===== src/hdl/lzs_pkg.sv =====
`timescale 1ns / 1ps
`default_nettype none
package lzs_pkg;
   localparam int SampleWidth = 32;

   typedef struct packed {
      logic [SampleWidth-1:0] sample;
      logic                   final_item;
   } req_payload_type;

   typedef struct packed {
      logic [SampleWidth-1:0] chosen;
      logic                   run_end;
   } rsp_payload_type;

   typedef enum logic [6:0] {
      ST_LOAD   = 7'b0000001,
      ST_OUTER  = 7'b0000010,
      ST_INNER  = 7'b0000100,
      ST_WRITE  = 7'b0001000,
      ST_TRACE  = 7'b0010000,
      ST_FETCH  = 7'b0100000,
      ST_EMIT   = 7'b1000000
   } state_type;

   typedef struct packed {
      logic load;
      logic clear;
      logic start_cur;
      logic step_prev;
      logic write_cur;
      logic start_trace;
      logic fetch;
      logic follow;
   } cmd_type;

   typedef struct packed {
      logic inner_done;
      logic outer_done;
      logic last_elem;
   } status_type;
endpackage
`default_nettype wire


===== src/hdl/lzs_datapath.sv =====
`timescale 1ns / 1ps
`default_nettype none
module lzs_datapath import lzs_pkg::*; #(
   parameter int MAX_ITEMS = 64
) (
   input  wire logic            clock,
   input  wire cmd_type         cmd,
   input  wire req_payload_type req_data,
   output status_type           status,
   output rsp_payload_type      rsp_data_ff
);
   localparam int IW = (MAX_ITEMS > 2) ? $clog2(MAX_ITEMS) : 1;
   localparam int CW = $clog2(MAX_ITEMS + 1);

   logic [SampleWidth-1:0] value_mem [MAX_ITEMS];
   logic [CW-1:0]          up_len_mem [MAX_ITEMS];
   logic [CW-1:0]          dn_len_mem [MAX_ITEMS];
   logic [IW-1:0]          up_lnk_mem [MAX_ITEMS];
   logic [IW-1:0]          dn_lnk_mem [MAX_ITEMS];

   logic [CW-1:0] count_ff, n_ff, cur_ff, prev_ff, best_len_ff, left_ff;
   logic [IW-1:0] best_end_ff, pos_ff;
   logic [SampleWidth-1:0] vc_ff, vp_ff;
   logic [CW-1:0] ulen_ff, dlen_ff, p_ulen_ff, p_dlen_ff;
   logic [IW-1:0] ulnk_ff, dlnk_ff;
   logic          falling_ff, pvalid_ff;
   logic [CW-1:0] cand_up, cand_dn;
   logic          lt, gt;
   logic [IW-1:0] rd_addr;

   function automatic logic [IW-1:0] vidx(input logic [CW-1:0] n, input logic [CW-1:0] p);
      logic [CW-1:0] t;
      t = n - CW'(1) - p;
      if (t >= CW'(MAX_ITEMS)) t = '0;
      return t[IW-1:0];
   endfunction

   function automatic logic [IW-1:0] guard(input logic [IW-1:0] p, input logic [CW-1:0] n);
      return (CW'(p) >= n) ? '0 : p;
   endfunction

   assign lt = $signed(vp_ff) < $signed(vc_ff);
   assign gt = $signed(vp_ff) > $signed(vc_ff);
   assign cand_up = p_dlen_ff + CW'(1);
   assign cand_dn = p_ulen_ff + CW'(1);

   assign rd_addr = cmd.start_cur ? vidx(n_ff, cur_ff)
                  : cmd.fetch     ? vidx(n_ff, CW'(pos_ff))
                  :                 vidx(n_ff, prev_ff);

   assign status.inner_done = !pvalid_ff && (prev_ff >= cur_ff);
   assign status.outer_done = (cur_ff >= n_ff);
   assign status.last_elem  = (left_ff == CW'(1));

   always_ff @(posedge clock) begin
      if (cmd.load && count_ff < CW'(MAX_ITEMS)) begin
         value_mem[count_ff[IW-1:0]] <= req_data.sample;
      end
      if (cmd.clear) begin
         count_ff    <= '0;
         n_ff        <= (cmd.load && count_ff < CW'(MAX_ITEMS)) ? count_ff + CW'(1) : count_ff;
         cur_ff      <= '0;
         best_len_ff <= CW'(1);
         best_end_ff <= IW'(1);
      end else if (cmd.load && count_ff < CW'(MAX_ITEMS)) begin
         count_ff <= count_ff + CW'(1);
      end
      pvalid_ff <= cmd.step_prev && (prev_ff < cur_ff);
      if (cmd.start_cur) begin
         vc_ff   <= value_mem[rd_addr];
         ulen_ff <= CW'(1);
         dlen_ff <= CW'(1);
         ulnk_ff <= '0;
         dlnk_ff <= '0;
         prev_ff <= '0;
      end
      if (cmd.step_prev) begin
         if (pvalid_ff) begin
            if (lt && cand_up >= ulen_ff) begin
               ulnk_ff <= pos_ff;
               ulen_ff <= cand_up;
               if (best_len_ff <= cand_up) begin
                  best_len_ff <= cand_up;
                  best_end_ff <= cur_ff[IW-1:0];
               end
            end else if (gt && cand_dn >= dlen_ff) begin
               dlnk_ff <= pos_ff;
               dlen_ff <= cand_dn;
               if (best_len_ff <= cand_dn) begin
                  best_len_ff <= cand_dn;
                  best_end_ff <= cur_ff[IW-1:0];
               end
            end
         end
         if (prev_ff < cur_ff) begin
            vp_ff     <= value_mem[rd_addr];
            p_ulen_ff <= up_len_mem[prev_ff[IW-1:0]];
            p_dlen_ff <= dn_len_mem[prev_ff[IW-1:0]];
            pos_ff    <= prev_ff[IW-1:0];
            prev_ff   <= prev_ff + CW'(1);
         end
      end
      if (cmd.write_cur) begin
         up_len_mem[cur_ff[IW-1:0]] <= ulen_ff;
         dn_len_mem[cur_ff[IW-1:0]] <= dlen_ff;
         up_lnk_mem[cur_ff[IW-1:0]] <= ulnk_ff;
         dn_lnk_mem[cur_ff[IW-1:0]] <= dlnk_ff;
         cur_ff <= cur_ff + CW'(1);
      end
      if (cmd.start_trace) begin
         pos_ff     <= (n_ff <= CW'(1)) ? '0 : guard(best_end_ff, n_ff);
         left_ff    <= (n_ff <= CW'(1)) ? CW'(1) : best_len_ff;
         falling_ff <= dn_len_mem[guard(best_end_ff, n_ff)] == best_len_ff;
      end
      if (cmd.fetch) begin
         rsp_data_ff.chosen  <= value_mem[rd_addr];
         rsp_data_ff.run_end <= (left_ff == CW'(1));
         ulnk_ff <= up_lnk_mem[pos_ff];
         dlnk_ff <= dn_lnk_mem[pos_ff];
      end
      if (cmd.follow) begin
         pos_ff     <= guard(falling_ff ? dlnk_ff : ulnk_ff, n_ff);
         falling_ff <= !falling_ff;
         left_ff    <= left_ff - CW'(1);
      end
   end
endmodule
`default_nettype wire


===== src/hdl/lzs_controller.sv =====
`timescale 1ns / 1ps
`default_nettype none
module lzs_controller import lzs_pkg::*; (
   input  wire logic       clock,
   input  wire logic       reset,
   input  wire logic       req_valid,
   output logic            req_stall,
   input  wire logic       req_final,
   output logic            rsp_valid,
   input  wire logic       rsp_stall,
   input  wire status_type status,
   output cmd_type         cmd
);
   state_type state_ff, state_in;
   logic      accept;

   assign req_stall = (state_ff != ST_LOAD);
   assign rsp_valid = (state_ff == ST_EMIT);
   assign accept    = req_valid && !req_stall;

   always_comb begin
      cmd         = '0;
      state_in    = state_ff;
      unique case (state_ff)
         ST_LOAD: begin
            cmd.load = accept;
            if (accept && req_final) begin
               cmd.clear = 1'b1;
               state_in  = ST_OUTER;
            end
         end
         ST_OUTER: begin
            if (status.outer_done) begin
               cmd.start_trace = 1'b1;
               state_in        = ST_FETCH;
            end else begin
               cmd.start_cur = 1'b1;
               state_in      = ST_INNER;
            end
         end
         ST_INNER: begin
            cmd.step_prev = 1'b1;
            if (status.inner_done) state_in = ST_WRITE;
         end
         ST_WRITE: begin
            cmd.write_cur = 1'b1;
            state_in      = ST_OUTER;
         end
         ST_FETCH: begin
            cmd.fetch = 1'b1;
            state_in  = ST_EMIT;
         end
         ST_EMIT: begin
            if (!rsp_stall) begin
               if (status.last_elem) begin
                  state_in = ST_LOAD;
               end else begin
                  cmd.follow = 1'b1;
                  state_in   = ST_TRACE;
               end
            end
         end
         ST_TRACE: state_in = ST_FETCH;
         default:  state_in = ST_LOAD;
      endcase
   end

   always_ff @(posedge clock) begin
      if (reset) state_ff <= ST_LOAD;
      else       state_ff <= state_in;
   end
endmodule
`default_nettype wire


===== src/hdl/longest_zigzag_subsequence_unit.sv =====
// Sequence: samples load while idle; after the final transaction the unit fills the length
// tables, then traces back from the best end, emitting one result per fetched position.
// Throughput: one sample per cycle while loading; the final transaction blocks input
// until the last result is taken; the compute loop visits every earlier position once.
// Reset: synchronous, active high; returns to the empty load state.
`timescale 1ns / 1ps
`default_nettype none
module longest_zigzag_subsequence_unit import lzs_pkg::*; #(
   parameter int MAX_ITEMS = 64
) (
   input  wire logic            clock,
   input  wire logic            reset,
   input  wire logic            req_valid,
   output logic                 req_stall,
   input  wire req_payload_type req_data,
   output logic                 rsp_valid,
   input  wire logic            rsp_stall,
   output rsp_payload_type      rsp_data
);
   cmd_type    cmd;
   status_type status;
   logic       ld_clear;
   cmd_type    dp_cmd;

   assign ld_clear = reset;
   always_comb begin
      dp_cmd = cmd;
      if (ld_clear) dp_cmd.clear = 1'b1;
   end

   lzs_controller u_ctrl (
      .clock, .reset, .req_valid, .req_stall, .req_final(req_data.final_item),
      .rsp_valid, .rsp_stall, .status, .cmd
   );

   lzs_datapath #(.MAX_ITEMS(MAX_ITEMS)) u_dp (
      .clock, .cmd(dp_cmd), .req_data, .status, .rsp_data_ff(rsp_data)
   );
endmodule
`default_nettype wire


===== config.mk =====
export PLATFORM = sky130hd
export DESIGN_NAME = longest_zigzag_subsequence_unit
export DESIGN_NICKNAME = d
export VERILOG_FILES = /design/src/hdl/lzs_pkg.sv /design/src/hdl/lzs_datapath.sv /design/src/hdl/lzs_controller.sv /design/src/hdl/longest_zigzag_subsequence_unit.sv
export SDC_FILE = /design/constraint.sdc
export NUM_CORES = 2
export LEC_CHECK = 0
export BUFFER_PORTS_ARGS = -buffer_cell sky130_fd_sc_hd__buf_4
export CAP_MARGIN = 20
export CORE_MARGIN = 5
export CORE_UTILIZATION = 26
export DETAILED_ROUTE_END_ITERATION = 12
export HOLD_SLACK_MARGIN = 0.08
export PLACE_DENSITY_LB_ADDON = 0.08
export SLEW_MARGIN = 30
export SYNTH_ARGS = -nofsm -noshare
export SYNTH_HDL_FRONTEND = slang
export SYNTH_HIERARCHICAL = 1
export SYNTH_SLANG_ARGS = --single-unit

===== constraint.sdc =====
create_clock -name clock -period 13.3 [get_ports clock]
set_input_delay 2.66 -clock clock [delete_from_list [all_inputs] [get_ports clock]]
set_output_delay 2.66 -clock clock [all_outputs]
set_load 0.03 [all_outputs]

==> results.toml <==
[drt]
drt-total-wl_um = 606000
via_per_inst = 5.006
ant_nets = 0
drc_errors = 0
vias = 91819
wire_per_inst_um = 33.04
drtPass1Iterations = 5
drt-initial-drc-count = 8506

[logic_synthesis]
synth-edff-count = 3851
synth_flop_cell = "edfxtp_1"
synth.distinct_cells = 91
synthCells = 9595
ys.warnings.count = 6
netlist_area_sq_mm = 0.1586
ys_async_sr_fraction_pct = 0
synth.net_count = 9748
yosysSeqAreaShare_pct = 73.75
yosys_register_bits = 3918
synth.avg_cell_area_sq_um = 16.53

[clock_network]
cts.clk_slew.worst_paths_ns = 0.06
cts_tree = "done"
postCtsSetupBuffers = 0
clkLatencyLatePin_ns = 1.05
numCtsBuffers = 455
h-tree-depth = 5
cts_buffer_depth = 4
cts-resized-gates = 0
holdBufCountCts = 0
cts.sinks = 3918
clock-root-buffer = "clkbuf_16"

[timing]
max_freq_mhz = 117.0
fin_ws_ns = 4.755
finalCritPeriodShare_pct = 64.25
finalSetupViolations = 0
relSlewSlack_pct = 28.28
worst_slew_pin_slew_ns = 1.076
drv_slew = 0
fin_crit_ns = 8.545
rsz0062_at_grt = "no"
setup_tns_ns = 0
skew_ns = 0.1069
hold_viol_final = 0

[finish]
fin_cells = 18340
areaGrowthSynthToFinish_pct = 16.68
n_fill_cell = 59352
design_area_sq_mm = 0.1851
postLayoutCoreUtil_pct = 30.48
nets = 10019
drive_gt1_share_pct = 18.59

[power_and_ir_drop]
pwr_density_cell_mw_per_mm2 = 204.9
p_comb_share_pct = 31.3
p_int_w = 0.02399
clkPwrFrac_pct = 31.9
peakVddDrop_mv = 0.2862
power_switching_w = 0.01393
pwr-share-seq_pct = 36.8
power_leakage_nw = 58.24
swShare_pct = 36.73

[placed_design]
dpl.hpwl_um = 337400
gp_congestion = 0.7770
post-place-ws_ns = 4.745
numPortBuffers = 71
dp.cells = 17473
dpl_cell_area_sq_mm = 0.1708

[floorplanning]
start_util_pct = 26.12
core_sq_mm = 0.6073
chipWidth_um = 791.1
ios = 72
num_rows = 286
die_area_sq_mm = 0.6258
fp.dieH_um = 791.1

[setup_path]
crit_path_start_kind = "register"
rr_worst_depth = 22
cp.arrival_ns = 9.27
setup.worst_path.start = "u_dp/n_ff[0]"
r2r_slack_ns = 4.76
cp.required_ns = 14.02
r2r-end = "u_dp/rsp_data_ff[7]"
endpoint = "u_dp/rsp_data_ff[7]"
worstSetupPathType = "reg -> reg"
crit_path_end_kind = "register"
worstReg2RegStart = "u_dp/n_ff[0]"
crit_fanout = 59

[global_route]
grt_usage_pct = 18.78
antenna_found_initial = 57
grt_max_degree = 137
grt_pass1_vias = 91725
grt_pass1_wl_um = 817800
overflow = 0

[min_path]
hp-class = "reg -> reg"

[run_status]
outcome = "finished, final reports clean"

[job]
maxCapViolCount = 0
## final cells by class
| class | instances | area (sq um) | share of cell area [%] |
|---|---|---|---|
| diodes | 33 | 82.58 | 0.04462 |
| clock inverters | 264 | 2258 | 1.220 |
| multi-input cells | 4976 | 39880 | 21.55 |
| well taps | 8064 | 10090 | 5.452 |
| inverters | 118 | 446.7 | 0.2413 |
| repair buffers | 397 | 3336 | 1.802 |
| flip-flops and latches | 3918 | 117100 | 63.25 |
| clock buffers | 570 | 11920 | 6.443 |
## how the worst min path moves through the flow
stage | startpoint | endpoint | slack [ns] | cells after the start
after floorplan | u_dp/best_end_ff[5] | u_dp/best_end_ff[5] | 0.47 | 2
after global placement | u_dp/prev_ff[5] | u_dp/prev_ff[5] | 0.50 | 2
after detailed placement | u_dp/prev_ff[5] | u_dp/prev_ff[5] | 0.51 | 2
after CTS | u_dp/prev_ff[5] | u_dp/prev_ff[5] | 0.52 | 2
after global routing | u_dp/best_end_ff[1] | u_dp/best_end_ff[1] | 0.55 | 2
final | u_dp/prev_ff[5] | u_dp/prev_ff[5] | 0.52 | 2
## metal layers
metal	vias up	part of all wire, %	GRT usage, %
met3	684	4.8	2.324
met2	2597	47	30.40
met5	-	0.0076	0
li1	38368	-	-
met4	8	2.0	3.579
met1	50162	46	27.20
## placed cells by master, fill, tap and decap left out, drive strengths merged, types with 65 or more instances in the layout
cell type  count
nor2         238
clkbuf       570
mux4         629
nand2       1709
dfxtp         67
a31oi        151
a21oi        175
clkinv       218
o21ai        100
nand3        591
mux2i        232
and3         112
edfxtp      3851
ha           113
inv          126
a311oi       100
buf          397
a211oi        65
## per-stage QoR
stage,hold slack (ns),power [W]
6_report,0.5150,0.03792
3_5_place_dp,0.5090,0.02613
4_1_cts,0.5171,0.03839
2_1_floorplan,0.4735,0.02066
5_1_grt,0.5505,0.03954
3_3_place_gp,0.5041,0.02607
## state kept, by name, summed over array words and instances (netlist names), 32 cells and up, named ones only
| register | flops |
|---|---|
| u_dp/value_mem | 2048 |
| u_dp/dn_lnk_mem | 384 |
| u_dp/rsp_data_ff | 33 |
| u_dp/up_len_mem | 448 |
| u_dp/vp_ff | 32 |
| u_dp/vc_ff | 32 |
| u_dp/up_lnk_mem | 384 |
| u_dp/dn_len_mem | 448 |
## power by group through the flow
stage / combinational, W / sequential, W / clock (W)
2_1_floorplan: 0.00646 / 0.0142 / 0
3_3_place_gp: 0.0118 / 0.0143 / 0
3_5_place_dp: 0.0119 / 0.0142 / 0
4_1_cts: 0.0119 / 0.0140 / 0.0125
5_1_grt: 0.0126 / 0.0140 / 0.0130
6_report: 0.0119 / 0.0140 / 0.0121
## cell usage after synthesis (14+ instances only)
cell type | n | share of area, %
and3_1 | 112 | 0.44
buf_1 | 77 | 0.18
nand4_1 | 54 | 0.21
xnor2_1 | 34 | 0.19
buf_2 | 209 | 0.66
and4_1 | 19 | 0.10
nand2_1 | 1708 | 4.0
nor3_1 | 56 | 0.18
inv_1 | 113 | 0.27
buf_4 | 34 | 0.16
a221oi_1 | 51 | 0.28
clkbuf_1 | 256 | 0.61
o22ai_1 | 58 | 0.23
mux2_2 | 27 | 0.19
o221ai_1 | 38 | 0.21
a32oi_1 | 21 | 0.12
a21o_1 | 38 | 0.18
a211oi_1 | 60 | 0.28
o2111ai_1 | 23 | 0.13
dfxtp_1 | 67 | 0.85
a2111oi_0 | 16 | 0.088
and2_1 | 27 | 0.11
nor2b_1 | 32 | 0.13
a22oi_1 | 45 | 0.21
nand2b_1 | 25 | 0.099
nor4_1 | 20 | 0.079
a31oi_1 | 150 | 0.59
a311oi_1 | 100 | 0.55
nand3_1 | 591 | 1.9
ha_1 | 113 | 0.89
nor2_1 | 235 | 0.56
a32o_1 | 14 | 0.088
edfxtp_1 | 3851 | 73
mux2i_1 | 231 | 1.5
a21oi_1 | 175 | 0.55
o21a_1 | 16 | 0.076
mux4_2 | 629 | 8.9
o21ai_0 | 98 | 0.31
## cell families (layout without fill, tap and decap cells)
group | count (synthesis) | in the layout | synth area share (%)
DFF | 3918 | 3918 | 73.75
and+or+nand+nor | 2923 | 2923 | 8.040
AOI/OAI and AO/OA | 1000 | 1000 | 4.461
muxes | 888 | 888 | 10.59
buffers and inverters | 701 | 1349 | 1.937
adders and majority gates | 116 | 116 | 0.9292
xor gates and xnor gates | 49 | 49 | 0.2879
other | 0 | 33 | 0
## critical path, cell delays in order, from the launching register on
cell	delay, ns
edfxtp_1	0.57
ha_1	0.40
nand2b_1	0.18
a21oi_1	0.18
nor2b_1	0.06
o21ai_0	0.16
nand2b_1	0.10
a21oi_1	0.19
nor2b_1	0.06
o21ai_0	0.19
nand2b_1	0.20
nor2_4	0.77
inv_1	0.71
nand4_1	0.36
mux2i_4	0.19
a211oi_4	0.31
buf_12	0.39
buf_4	0.76
buf_4	0.82
mux4_2	0.59
nand2_1	0.08
nand4_1	0.26
and4_1	0.29
Note: power is estimated with default switching activity, not from simulation.
